<file path="src/rtl/hsvrgb_pkg.sv">
// Package with the hue sector type, constants and decode functions for the HSV converter.
`default_nettype none

package hsvrgb_pkg;

	localparam logic [7:0] FullScale  = 8'd255;
	localparam logic [8:0] SectorSpan = 9'd85;

	typedef enum logic [2:0] {
		SEC_0,
		SEC_1,
		SEC_2,
		SEC_3,
		SEC_4,
		SEC_5
	} sector_t;

	// Stage one payload: decoded hue and the untouched saturation and value.
	typedef struct packed {
		logic        gray;
		sector_t     sector;
		logic [7:0]  rem;
		logic [7:0]  sat;
		logic [7:0]  val;
	} hue_dec_t;

	// Shaded levels with what the final select needs.
	typedef struct packed {
		logic        gray;
		sector_t     sector;
		logic [7:0]  val;
		logic [7:0]  p;
		logic [7:0]  q;
		logic [7:0]  t;
	} shade_t;

	// Sector is floor(hue * 6 / 255); the thresholds are the rounded-up multiples of 42.5.
	// Full hue wraps around to the first sector.
	function automatic sector_t hue_sector(input logic [7:0] h);
		sector_t s;
		if (h == FullScale)   s = SEC_0;
		else if (h >= 8'd213) s = SEC_5;
		else if (h >= 8'd170) s = SEC_4;
		else if (h >= 8'd128) s = SEC_3;
		else if (h >= 8'd85)  s = SEC_2;
		else if (h >= 8'd43)  s = SEC_1;
		else                  s = SEC_0;
		return s;
	endfunction

	function automatic logic [8:0] sector_base(input sector_t s);
		logic [8:0] b;
		case (s)
			SEC_0:   b = 9'd0;
			SEC_1:   b = SectorSpan;
			SEC_2:   b = 9'd170;
			SEC_3:   b = 9'd255;
			SEC_4:   b = 9'd340;
			SEC_5:   b = 9'd425;
			default: b = 9'd0;
		endcase
		return b;
	endfunction

	// Position inside the sector: three times the distance of twice the hue from the
	// sector start. That distance stays below 85, so the product fits in eight bits.
	function automatic logic [7:0] hue_rem(input logic [7:0] h, input sector_t s);
		logic [8:0] d;
		logic [8:0] m;
		d = {h, 1'b0} - sector_base(s);
		m = d + {d[7:0], 1'b0};
		if (h == FullScale) m = 9'd0;
		return m[7:0];
	endfunction

endpackage

`default_nettype wire

</file>
<file path="src/rtl/hsvrgb_scale8.sv">
// Eight-bit fixed-point scale: product of two bytes, upper byte kept.
`default_nettype none

module hsvrgb_scale8 import hsvrgb_pkg::*; (
	input  wire logic [7:0] a,
	input  wire logic [7:0] b,
	output logic [7:0]      y
);

	logic [15:0] prod;

	assign prod = a * b;
	assign y    = prod[15:8];

endmodule

`default_nettype wire

</file>
<file path="src/rtl/hsv_to_rgb565_converter_unit.sv">
// Top level of the pipelined HSV to byte-swapped RGB565 pixel converter.
//
//   channel | handshake           | payload
//   --------+---------------------+---------------------------------
//   hsv     | hsv_valid/hsv_ready | hue, saturation, brightness (8b)
//   rgb     | rgb_valid/rgb_ready | pixel_word (16b)
//
// Four register stages: hue decode, first products, second products, select and pack.
// A pixel is accepted every cycle while nothing stalls, and its word reaches the output
// from the stage four register.
// The depth is set by the two dependent 8x8 multiplies, one stage each.
// Reset clears only the stage valid bits; the data registers load without reset.
// A stage takes a new item whenever it is empty or its successor moves, so bubbles close up.
`default_nettype none

module hsv_to_rgb565_converter_unit import hsvrgb_pkg::*; (
	input  wire logic        clk,
	input  wire logic        arst_n,
	input  wire logic        hsv_valid,
	output logic             hsv_ready,
	input  wire logic [7:0]  hue,
	input  wire logic [7:0]  saturation,
	input  wire logic [7:0]  brightness,
	output logic             rgb_valid,
	input  wire logic        rgb_ready,
	output logic [15:0]      pixel_word
);

	logic        valid_s1, valid_s2, valid_s3, valid_s4;
	logic        ready_s2, ready_s3, ready_s4;
	hue_dec_t    dec_s1;
	hue_dec_t    dec_s2;
	logic [7:0]  p_s2, sq_s2, st_s2;
	shade_t      shd_s3;
	logic [15:0] pixel_s4;

	logic [7:0]  p_c, sq_c, st_c, q_c, t_c;
	sector_t     sector_c;
	logic [7:0]  r_c, g_c, b_c;
	logic [15:0] rgb565_c;

	assign ready_s4  = !valid_s4 || rgb_ready;
	assign ready_s3  = !valid_s3 || ready_s4;
	assign ready_s2  = !valid_s2 || ready_s3;
	assign hsv_ready = !valid_s1 || ready_s2;

	assign sector_c = hue_sector(hue);

	// Stage one: hue decode.
	always_ff @(posedge clk or negedge arst_n) begin
		if (!arst_n) begin
			valid_s1 <= 1'b0;
		end else if (hsv_ready) begin
			valid_s1 <= hsv_valid;
		end
	end

	always_ff @(posedge clk) begin
		if (hsv_ready && hsv_valid) begin
			dec_s1.gray   <= (saturation == 8'd0);
			dec_s1.sector <= sector_c;
			dec_s1.rem    <= hue_rem(hue, sector_c);
			dec_s1.sat    <= saturation;
			dec_s1.val    <= brightness;
		end
	end

	// Stage two: p and the saturation-weighted positions.
	hsvrgb_scale8 u_mul_p (.a(dec_s1.val), .b(FullScale - dec_s1.sat), .y(p_c));
	hsvrgb_scale8 u_mul_sq (.a(dec_s1.sat), .b(dec_s1.rem), .y(sq_c));
	hsvrgb_scale8 u_mul_st (.a(dec_s1.sat), .b(FullScale - dec_s1.rem), .y(st_c));

	always_ff @(posedge clk or negedge arst_n) begin
		if (!arst_n) begin
			valid_s2 <= 1'b0;
		end else if (ready_s2) begin
			valid_s2 <= valid_s1;
		end
	end

	always_ff @(posedge clk) begin
		if (ready_s2 && valid_s1) begin
			dec_s2 <= dec_s1;
			p_s2   <= p_c;
			sq_s2  <= sq_c;
			st_s2  <= st_c;
		end
	end

	// Stage three: q and t.
	hsvrgb_scale8 u_mul_q (.a(dec_s2.val), .b(FullScale - sq_s2), .y(q_c));
	hsvrgb_scale8 u_mul_t (.a(dec_s2.val), .b(FullScale - st_s2), .y(t_c));

	always_ff @(posedge clk or negedge arst_n) begin
		if (!arst_n) begin
			valid_s3 <= 1'b0;
		end else if (ready_s3) begin
			valid_s3 <= valid_s2;
		end
	end

	always_ff @(posedge clk) begin
		if (ready_s3 && valid_s2) begin
			shd_s3.gray   <= dec_s2.gray;
			shd_s3.sector <= dec_s2.sector;
			shd_s3.val    <= dec_s2.val;
			shd_s3.p      <= p_s2;
			shd_s3.q      <= q_c;
			shd_s3.t      <= t_c;
		end
	end

	// Stage four: pick the triple and pack it.
	always_comb begin
		r_c = shd_s3.val;
		g_c = shd_s3.t;
		b_c = shd_s3.p;
		if (shd_s3.gray) begin
			g_c = shd_s3.val;
			b_c = shd_s3.val;
		end else begin
			case (shd_s3.sector)
				SEC_1: begin
					r_c = shd_s3.q;   g_c = shd_s3.val; b_c = shd_s3.p;
				end
				SEC_2: begin
					r_c = shd_s3.p;   g_c = shd_s3.val; b_c = shd_s3.t;
				end
				SEC_3: begin
					r_c = shd_s3.p;   g_c = shd_s3.q;   b_c = shd_s3.val;
				end
				SEC_4: begin
					r_c = shd_s3.t;   g_c = shd_s3.p;   b_c = shd_s3.val;
				end
				SEC_5: begin
					r_c = shd_s3.val; g_c = shd_s3.p;   b_c = shd_s3.q;
				end
				default: begin
					r_c = shd_s3.val; g_c = shd_s3.t;   b_c = shd_s3.p;
				end
			endcase
		end
	end

	assign rgb565_c = {r_c[7:3], g_c[7:2], b_c[7:3]};

	always_ff @(posedge clk or negedge arst_n) begin
		if (!arst_n) begin
			valid_s4 <= 1'b0;
		end else if (ready_s4) begin
			valid_s4 <= valid_s3;
		end
	end

	// The panel wants the low byte first.
	always_ff @(posedge clk) begin
		if (ready_s4 && valid_s3) begin
			pixel_s4 <= {rgb565_c[7:0], rgb565_c[15:8]};
		end
	end

	assign rgb_valid  = valid_s4;
	assign pixel_word = pixel_s4;

	a_rem_range: assert property (@(posedge clk) disable iff (!arst_n)
		valid_s1 |-> dec_s1.rem <= 8'd252)
		else $error("sector position out of range");

	a_s1_hold: assert property (@(posedge clk) disable iff (!arst_n)
		valid_s1 && !ready_s2 |=> valid_s1 && $stable(dec_s1))
		else $error("stalled stage one item changed");

	a_shade_bound: assert property (@(posedge clk) disable iff (!arst_n)
		valid_s3 |-> shd_s3.p <= shd_s3.val && shd_s3.q <= shd_s3.val
			&& shd_s3.t <= shd_s3.val)
		else $error("shaded level above value");

endmodule

`default_nettype wire

</file>
<file path="config.mk">
export PLATFORM = sky130hd
export DESIGN_NAME = hsv_to_rgb565_converter_unit
export DESIGN_NICKNAME = d
export VERILOG_FILES = /design/src/rtl/hsvrgb_pkg.sv /design/src/rtl/hsvrgb_scale8.sv /design/src/rtl/hsv_to_rgb565_converter_unit.sv
export SDC_FILE = /design/constraint.sdc
export NUM_CORES = 1
export LEC_CHECK = 0
export ABC_CLOCK_PERIOD_IN_PS = 13400
export BUFFER_PORTS_ARGS = -buffer_cell sky130_fd_sc_hd__buf_4
export CORE_ASPECT_RATIO = 1.5
export CORE_MARGIN = 2
export CORE_UTILIZATION = 55
export CTS_CLUSTER_SIZE = 20
export DETAILED_ROUTE_END_ITERATION = 6
export GPL_TIMING_DRIVEN = 0
export PLACE_DENSITY = 0.7
export SLEW_MARGIN = 20
export SYNTH_ARGS = -nofsm -noshare
export SYNTH_HDL_FRONTEND = slang
export SYNTH_SLANG_ARGS = --single-unit
</file>
<file path="constraint.sdc">
create_clock -name clk -period 13.4 [get_ports clk]
set_clock_uncertainty 0.2 [all_clocks]
set_input_delay 0 -clock clk [delete_from_list [all_inputs] [get_ports clk]]
set_output_delay 0 -clock clk [all_outputs]
set_load 0.01 [all_outputs]
</file>
== After elaboration in Yosys (flattened, before gate mapping) ==
Index checks and enable logic that the tools add are counted.

* Bits in registers: 120
* Output and inout bits: 18
* Logic and storage cells: 80

* Add/sub/neg operators: 6
* Multipliers: 5
* $lt $le $gt $ge: 5
* Equal/unequal tests: 11
* Muxes and demuxes: 14
* Reductions and logical operators: 17

{| class="wikitable"
|+ Operators by type and width
! kind !! count
|-
| 8-bit by 8-bit multiplier with 16-bit output || 5
|-
| 8-bit case mux with 3 select lines || 3
|-
| 8-bit case mux with 5 select lines || 1
|-
| 8-bit 2-to-1 mux || 4
|-
| 8-bit subtractor (first input constant) || 4
|-
| 8-bit greater-or-equal comparator (second input constant) || 3
|-
| 3-bit by 2-bit == test with 1-bit output (second input constant) || 4
|-
| 3-bit == test (second input constant) || 4
|-
| 3-bit 2-to-1 mux || 3
|-
| 8-bit adder || 1
|-
| 8-bit == test (second input constant) || 1
|-
| 8-bit by 6-bit greater-or-equal comparator with 1-bit output (second input constant) || 1
|-
| 8-bit by 7-bit greater-or-equal comparator with 1-bit output (second input constant) || 1
|-
| 8-bit logical NOT || 1
|-
| 2-bit OR reduction || 4
|-
| 8-bit subtractor || 1
|-
| 3-bit by 1-bit == test with 1-bit output (second input constant) || 2
|-
| 1-bit logical AND || 4
|-
| 1-bit logical NOT || 4
|-
| 1-bit logical OR || 4
|-
| 2-bit 2-to-1 mux || 2
|-
| 1-bit 2-to-1 mux || 1
|}

== Logic depth before layout (Yosys ltp) ==
* Depth after elaboration: 12
* Mapped depth: 19
* Gate-level depth less buffers: 17

== Cells and area by module ==
From an unflattened synthesis, not the netlist that was laid out.

* Cells, all modules: 1446
* Area, all modules: 14656.6 um^2

{| class="wikitable"
|+ By module, submodules not included
! module !! instances !! cells an instance !! area an instance (um^2) !! sequential area each (um^2)
|-
| hsv_to_rgb565_converter_unit || 1 || 344 || 4747.1 || 3283.1
|-
| hsvrgb_scale8 (u_mul_p ...) || 2 || 214 || 1963.1 || 0.0
|-
| hsvrgb_scale8 (u_mul_sq) || 1 || 231 || 2018.2 || 0.0
|-
| hsvrgb_scale8 (u_mul_st) || 1 || 222 || 1991.9 || 0.0
|-
| hsvrgb_scale8 (u_mul_t) || 1 || 221 || 1973.1 || 0.0
|}

== Worst setup path after synthesis ==
No wires, ideal clock.

* Path kind: reg-to-reg
* Start point: reg dec_s2[5] in the netlist's numbering
* End point: reg shd_s3[7] in the netlist's numbering, data pin
* Data arrival time: 4.646 ns
* Required time: 12.940 ns
* Setup slack: 8.295 ns
* Cell stages (with the launch flop): 18
* Buffers on the path: 1
* Cell sequence: edfxtp_1 -> clkbuf_1 -> nand2b_1 -> fa_1 -> fa_1 -> inv_1 -> fa_1 -> inv_1 -> fa_1 -> inv_1 -> ha_1 -> a21o_1 -> a21o_1 -> a221oi_2 -> o21ai_1 -> or4_1 -> a31oi_1 -> xnor2_1

* Longest elaborated chain between the ends: 1

{| class="wikitable"
|+ RTL lines
! what !! RTL line !! text
|-
| start, declared || hsv_to_rgb565_converter_unit.sv:32 || <nowiki>hue_dec_t dec_s2;</nowiki>
|-
| start signal, assigned || hsv_to_rgb565_converter_unit.sv:83 || <nowiki>dec_s2 <= dec_s1;</nowiki>
|-
| 8-bit by 8-bit multiplier with 16-bit output || hsvrgb_scale8.sv:12 || <nowiki>assign prod = a * b;</nowiki>
|-
| named net t_c[7] || hsv_to_rgb565_converter_unit.sv:37 || <nowiki>logic [7:0] p_c, sq_c, st_c, q_c, t_c;</nowiki>
|-
| end, declared || hsv_to_rgb565_converter_unit.sv:34 || <nowiki>shade_t shd_s3;</nowiki>
|}

The timed path passes the listed nets, and every way through them passes these cells.
A chain may end at the register's enable or synchronous reset.

== Worst setup path in the final report ==
* Start point: reg dec_s2[4] in the netlist's numbering
* End point: reg shd_s3[7] in the netlist's numbering, data pin

The elaborated chain is that of the path after synthesis.

==> out/qor.txt <==
CP Capture Type - register
max incr delay on CP - 610 ps
final wirelength - 28400 microns
Hold Crit Start - hue[3]
Post-synth ARST share - 3.64%
IO Count - 46
PortBufs - 44
DR pass1 iterations - 5
worst skew pair latency - 370 ps
relative slew slack - 49.4%
fillcell total - 2130
MaxCap Viol Count - 0
core area - 25100 sq um
die width - 135 microns
H-tree depth - 3
critical path's top delay family - adder cells
worst slack at placement - 7460 ps
worst r2r src - dec_s2[4]
arrival time at the worst endpoint - 5810 ps
initial antenna violation count - 0
Final Util - 61.0%
most frequent CP cell - fa_1
layout cells sized above 1 - 5.87%
cells along the critical path - clkbuf_1 > nand2b_1 > fa_1 > fa_1 > inv_1 > fa_1 > inv_1 > fa_1 > inv_1 > ha_1 > a21o_1 > a21o_1 > a221oi_2 > o21ai_1 > or4_1 > a31oi_1 > xnor2_1
Cell Rows - 71
status - finished, final reports clean
share of the cycle needed by the critical path after routing - 43.9%
total track usage - 23.4%
Design Area, Final - 15300 sq um
Post-synth top cells - inv_1, ha_1, fa_1
Clock transition at path regs - 70 ps
Iter 0 DRT Violations - 392
via count - 9664
nets - 1827
Placed Area - 14800 sq um
full die area - 26900 sq um
Critical Path RT - 13320 ps
clk buf depth - 2
cells after synthesis - 1364
vias in the first global route - 10700
Peak Freq - 170 MHz
Slowest-stage cell, CP - edfxtp_1
clock root buffer - clkbuf_16
final setup fails - 0
CP Buf/Inv Count - 4
total CTS buffers - 9
reg2reg path depth - 17
worst slew pin tran - 759 ps
HP Class - in -> reg
detailed placement HPWL - 23500 microns
synthesized area - 14100 sq um
RR Endpoint - shd_s3[7]
DRC Markers - 0
most frequent cell after synthesis - inv_1
Startpoint Class - register
Routed wire per std cell - 16.0 microns
total gr overflow - 0
Routability Congestion - 0.924
Die Height - 200 microns
cell taking the most area after synthesis - fa_1
post-synthesis register bit count - 110
first-pass GRT wire length - 49900 microns
syn avg cell area - 10.3 sq um
Max Slew Vio Count - 0
Hold Violations, Final - 0
Unique masters post-synth - 66
CTS tree - built
Initial Util - 55.9%
Net Count, Synth - 1748
Seq/Total Area, Yosys - 23.3%
P&R area growth vs syn - 9.04%
Clock Sinks - 110
Synth top area share - 25.2%
RSZ-0062 raised after global routing - no
vias per cell - 5.44
ys flop type - edfxtp_1
R2R setup slack - 7510 ps
crit path max fanout - 10
hold path endpoint - dec_s1[25]
warnings from Yosys - 0
Post-synth EDFFs - 106
hold-critical path depth - 4
final worst setup slack - 7510 ps
top cells by area, synth - fa_1, edfxtp_1, ha_1
setup TNS - 0 ps
ANT cells - 0
WS Path Type - reg -> reg
Routed Antenna Nets - 0
maximum number of pins on one net before global-route repair - 35
Final min period - 5890 ps
-- worst register-to-register path, stage by stage (launching register included) --
cell	delay, ps
edfxtp_1	610
clkbuf_1	480
nand2b_1	150
fa_1	510
fa_1	540
inv_1	50
fa_1	480
inv_1	50
fa_1	480
inv_1	40
ha_1	280
a21o_1	160
a21o_1	180
a221oi_2	500
o21ai_1	190
or4_1	450
a31oi_1	210
xnor2_1	80
-- registers in the layout (all words and copies together) (netlist names) --
| register | count |
|---|---|
| sq_s2 | 8 |
| valid_s2 | 1 |
| dec_s1 | 28 |
| rgb_valid | 1 |
| valid_s3 | 1 |
| valid_s1 | 1 |
| dec_s2 | 12 |
| pixel_word | 16 |
| st_s2 | 8 |
| shd_s3 | 28 |
| p_s2 | 6 |
-- worst max-delay path by stage --
| stage | end | startpoint | slack (ps) | cells past startpoint |
|---|---|---|---|---|
| final | shd_s3[7] | dec_s2[4] | 7510 | 17 |
| after global routing | shd_s3[7] | dec_s2[4] | 7210 | 17 |
| after CTS | shd_s3[7] | dec_s2[4] | 7440 | 17 |
| after detailed placement | shd_s3[7] | dec_s2[4] | 7460 | 17 |
| after global placement | shd_s3[7] | dec_s2[5] | 7510 | 17 |
| after floorplan | shd_s3[7] | dec_s2[5] | 8290 | 17 |
-- per-layer routing --
| layer | GRT usage (%) | wire, microns | vias to the layer above |
|---|---|---|---|
| met5 | 0 | 0 | - |
| met1 | 25.7 | 10900 | 4835 |
| met4 | 8.27 | 850 | 0 |
| li1 | - | - | 4580 |
| met2 | 45.8 | 15900 | 185 |
| met3 | 2.78 | 735 | 64 |
-- cells by family after synthesis --
group	count (synthesis)	synth area share, %
XOR/XNOR	43	2.78
flip-flops	110	23.3
AND/OR/NAND/NOR	448	18.2
adder cells (fa/ha/maj)	356	41.1
AO/OA/AOI/OAI	144	7.46
buffers and inverters	263	7.06
-- layout make-up --
class,count,area [sq um],share of cell area [%]
multi-input cells,991,9790,63.9
flip-flops and latches,110,3280,21.4
inverters,224,841,5.48
repair buffers,68,571,3.72
well taps,328,410,2.68
clock buffers,10,229,1.49
plain buffers,39,151,0.987
clock inverters,6,55.1,0.359
-- cells in the final DEF, fill, tap and decap left out, types with 4 or more instances in the layout --
cell type	synthesis	final
a21o_1	15	15
a21oi_1	31	31
a221oi_1	5	5
a222oi_1	11	11
and2_1	34	31
and3_1	5	5
buf_4	1	45
clkbuf_1	36	37
clkbuf_16	0	9
dfrtp_1	4	4
dlygate4sd3_1	0	24
edfxtp_1	106	106
fa_1	177	177
ha_1	179	179
inv_1	224	224
nand2_1	58	58
nand2b_1	118	118
nand3_1	7	7
nor2_1	42	42
nor2b_1	148	147
nor3_1	14	14
o21a_1	7	7
o21ai_0	31	31
o21ai_1	7	7
xnor2_1	25	25
xor2_1	17	17
-- through the flow --
step / cells / hold WS (ps)
floorplan: 1364 / -496
global placement: 1736 / -404
detailed placement: 1736 / -402
CTS: 1776 / 15.4
global route: 1776 / 66.1
finish: 1776 / 23.4
-- repair_timing --
item                                   in CTS  in global routing
buffers inserted                            0                  0
resized for setup                           0                  0
endpoints found under the hold margin      29                  0
hold buffers                               24                  0
Power is left out: the tool's default activity adds up to more than one toggle a clock period on the data nets, which glitch-free logic cannot reach.
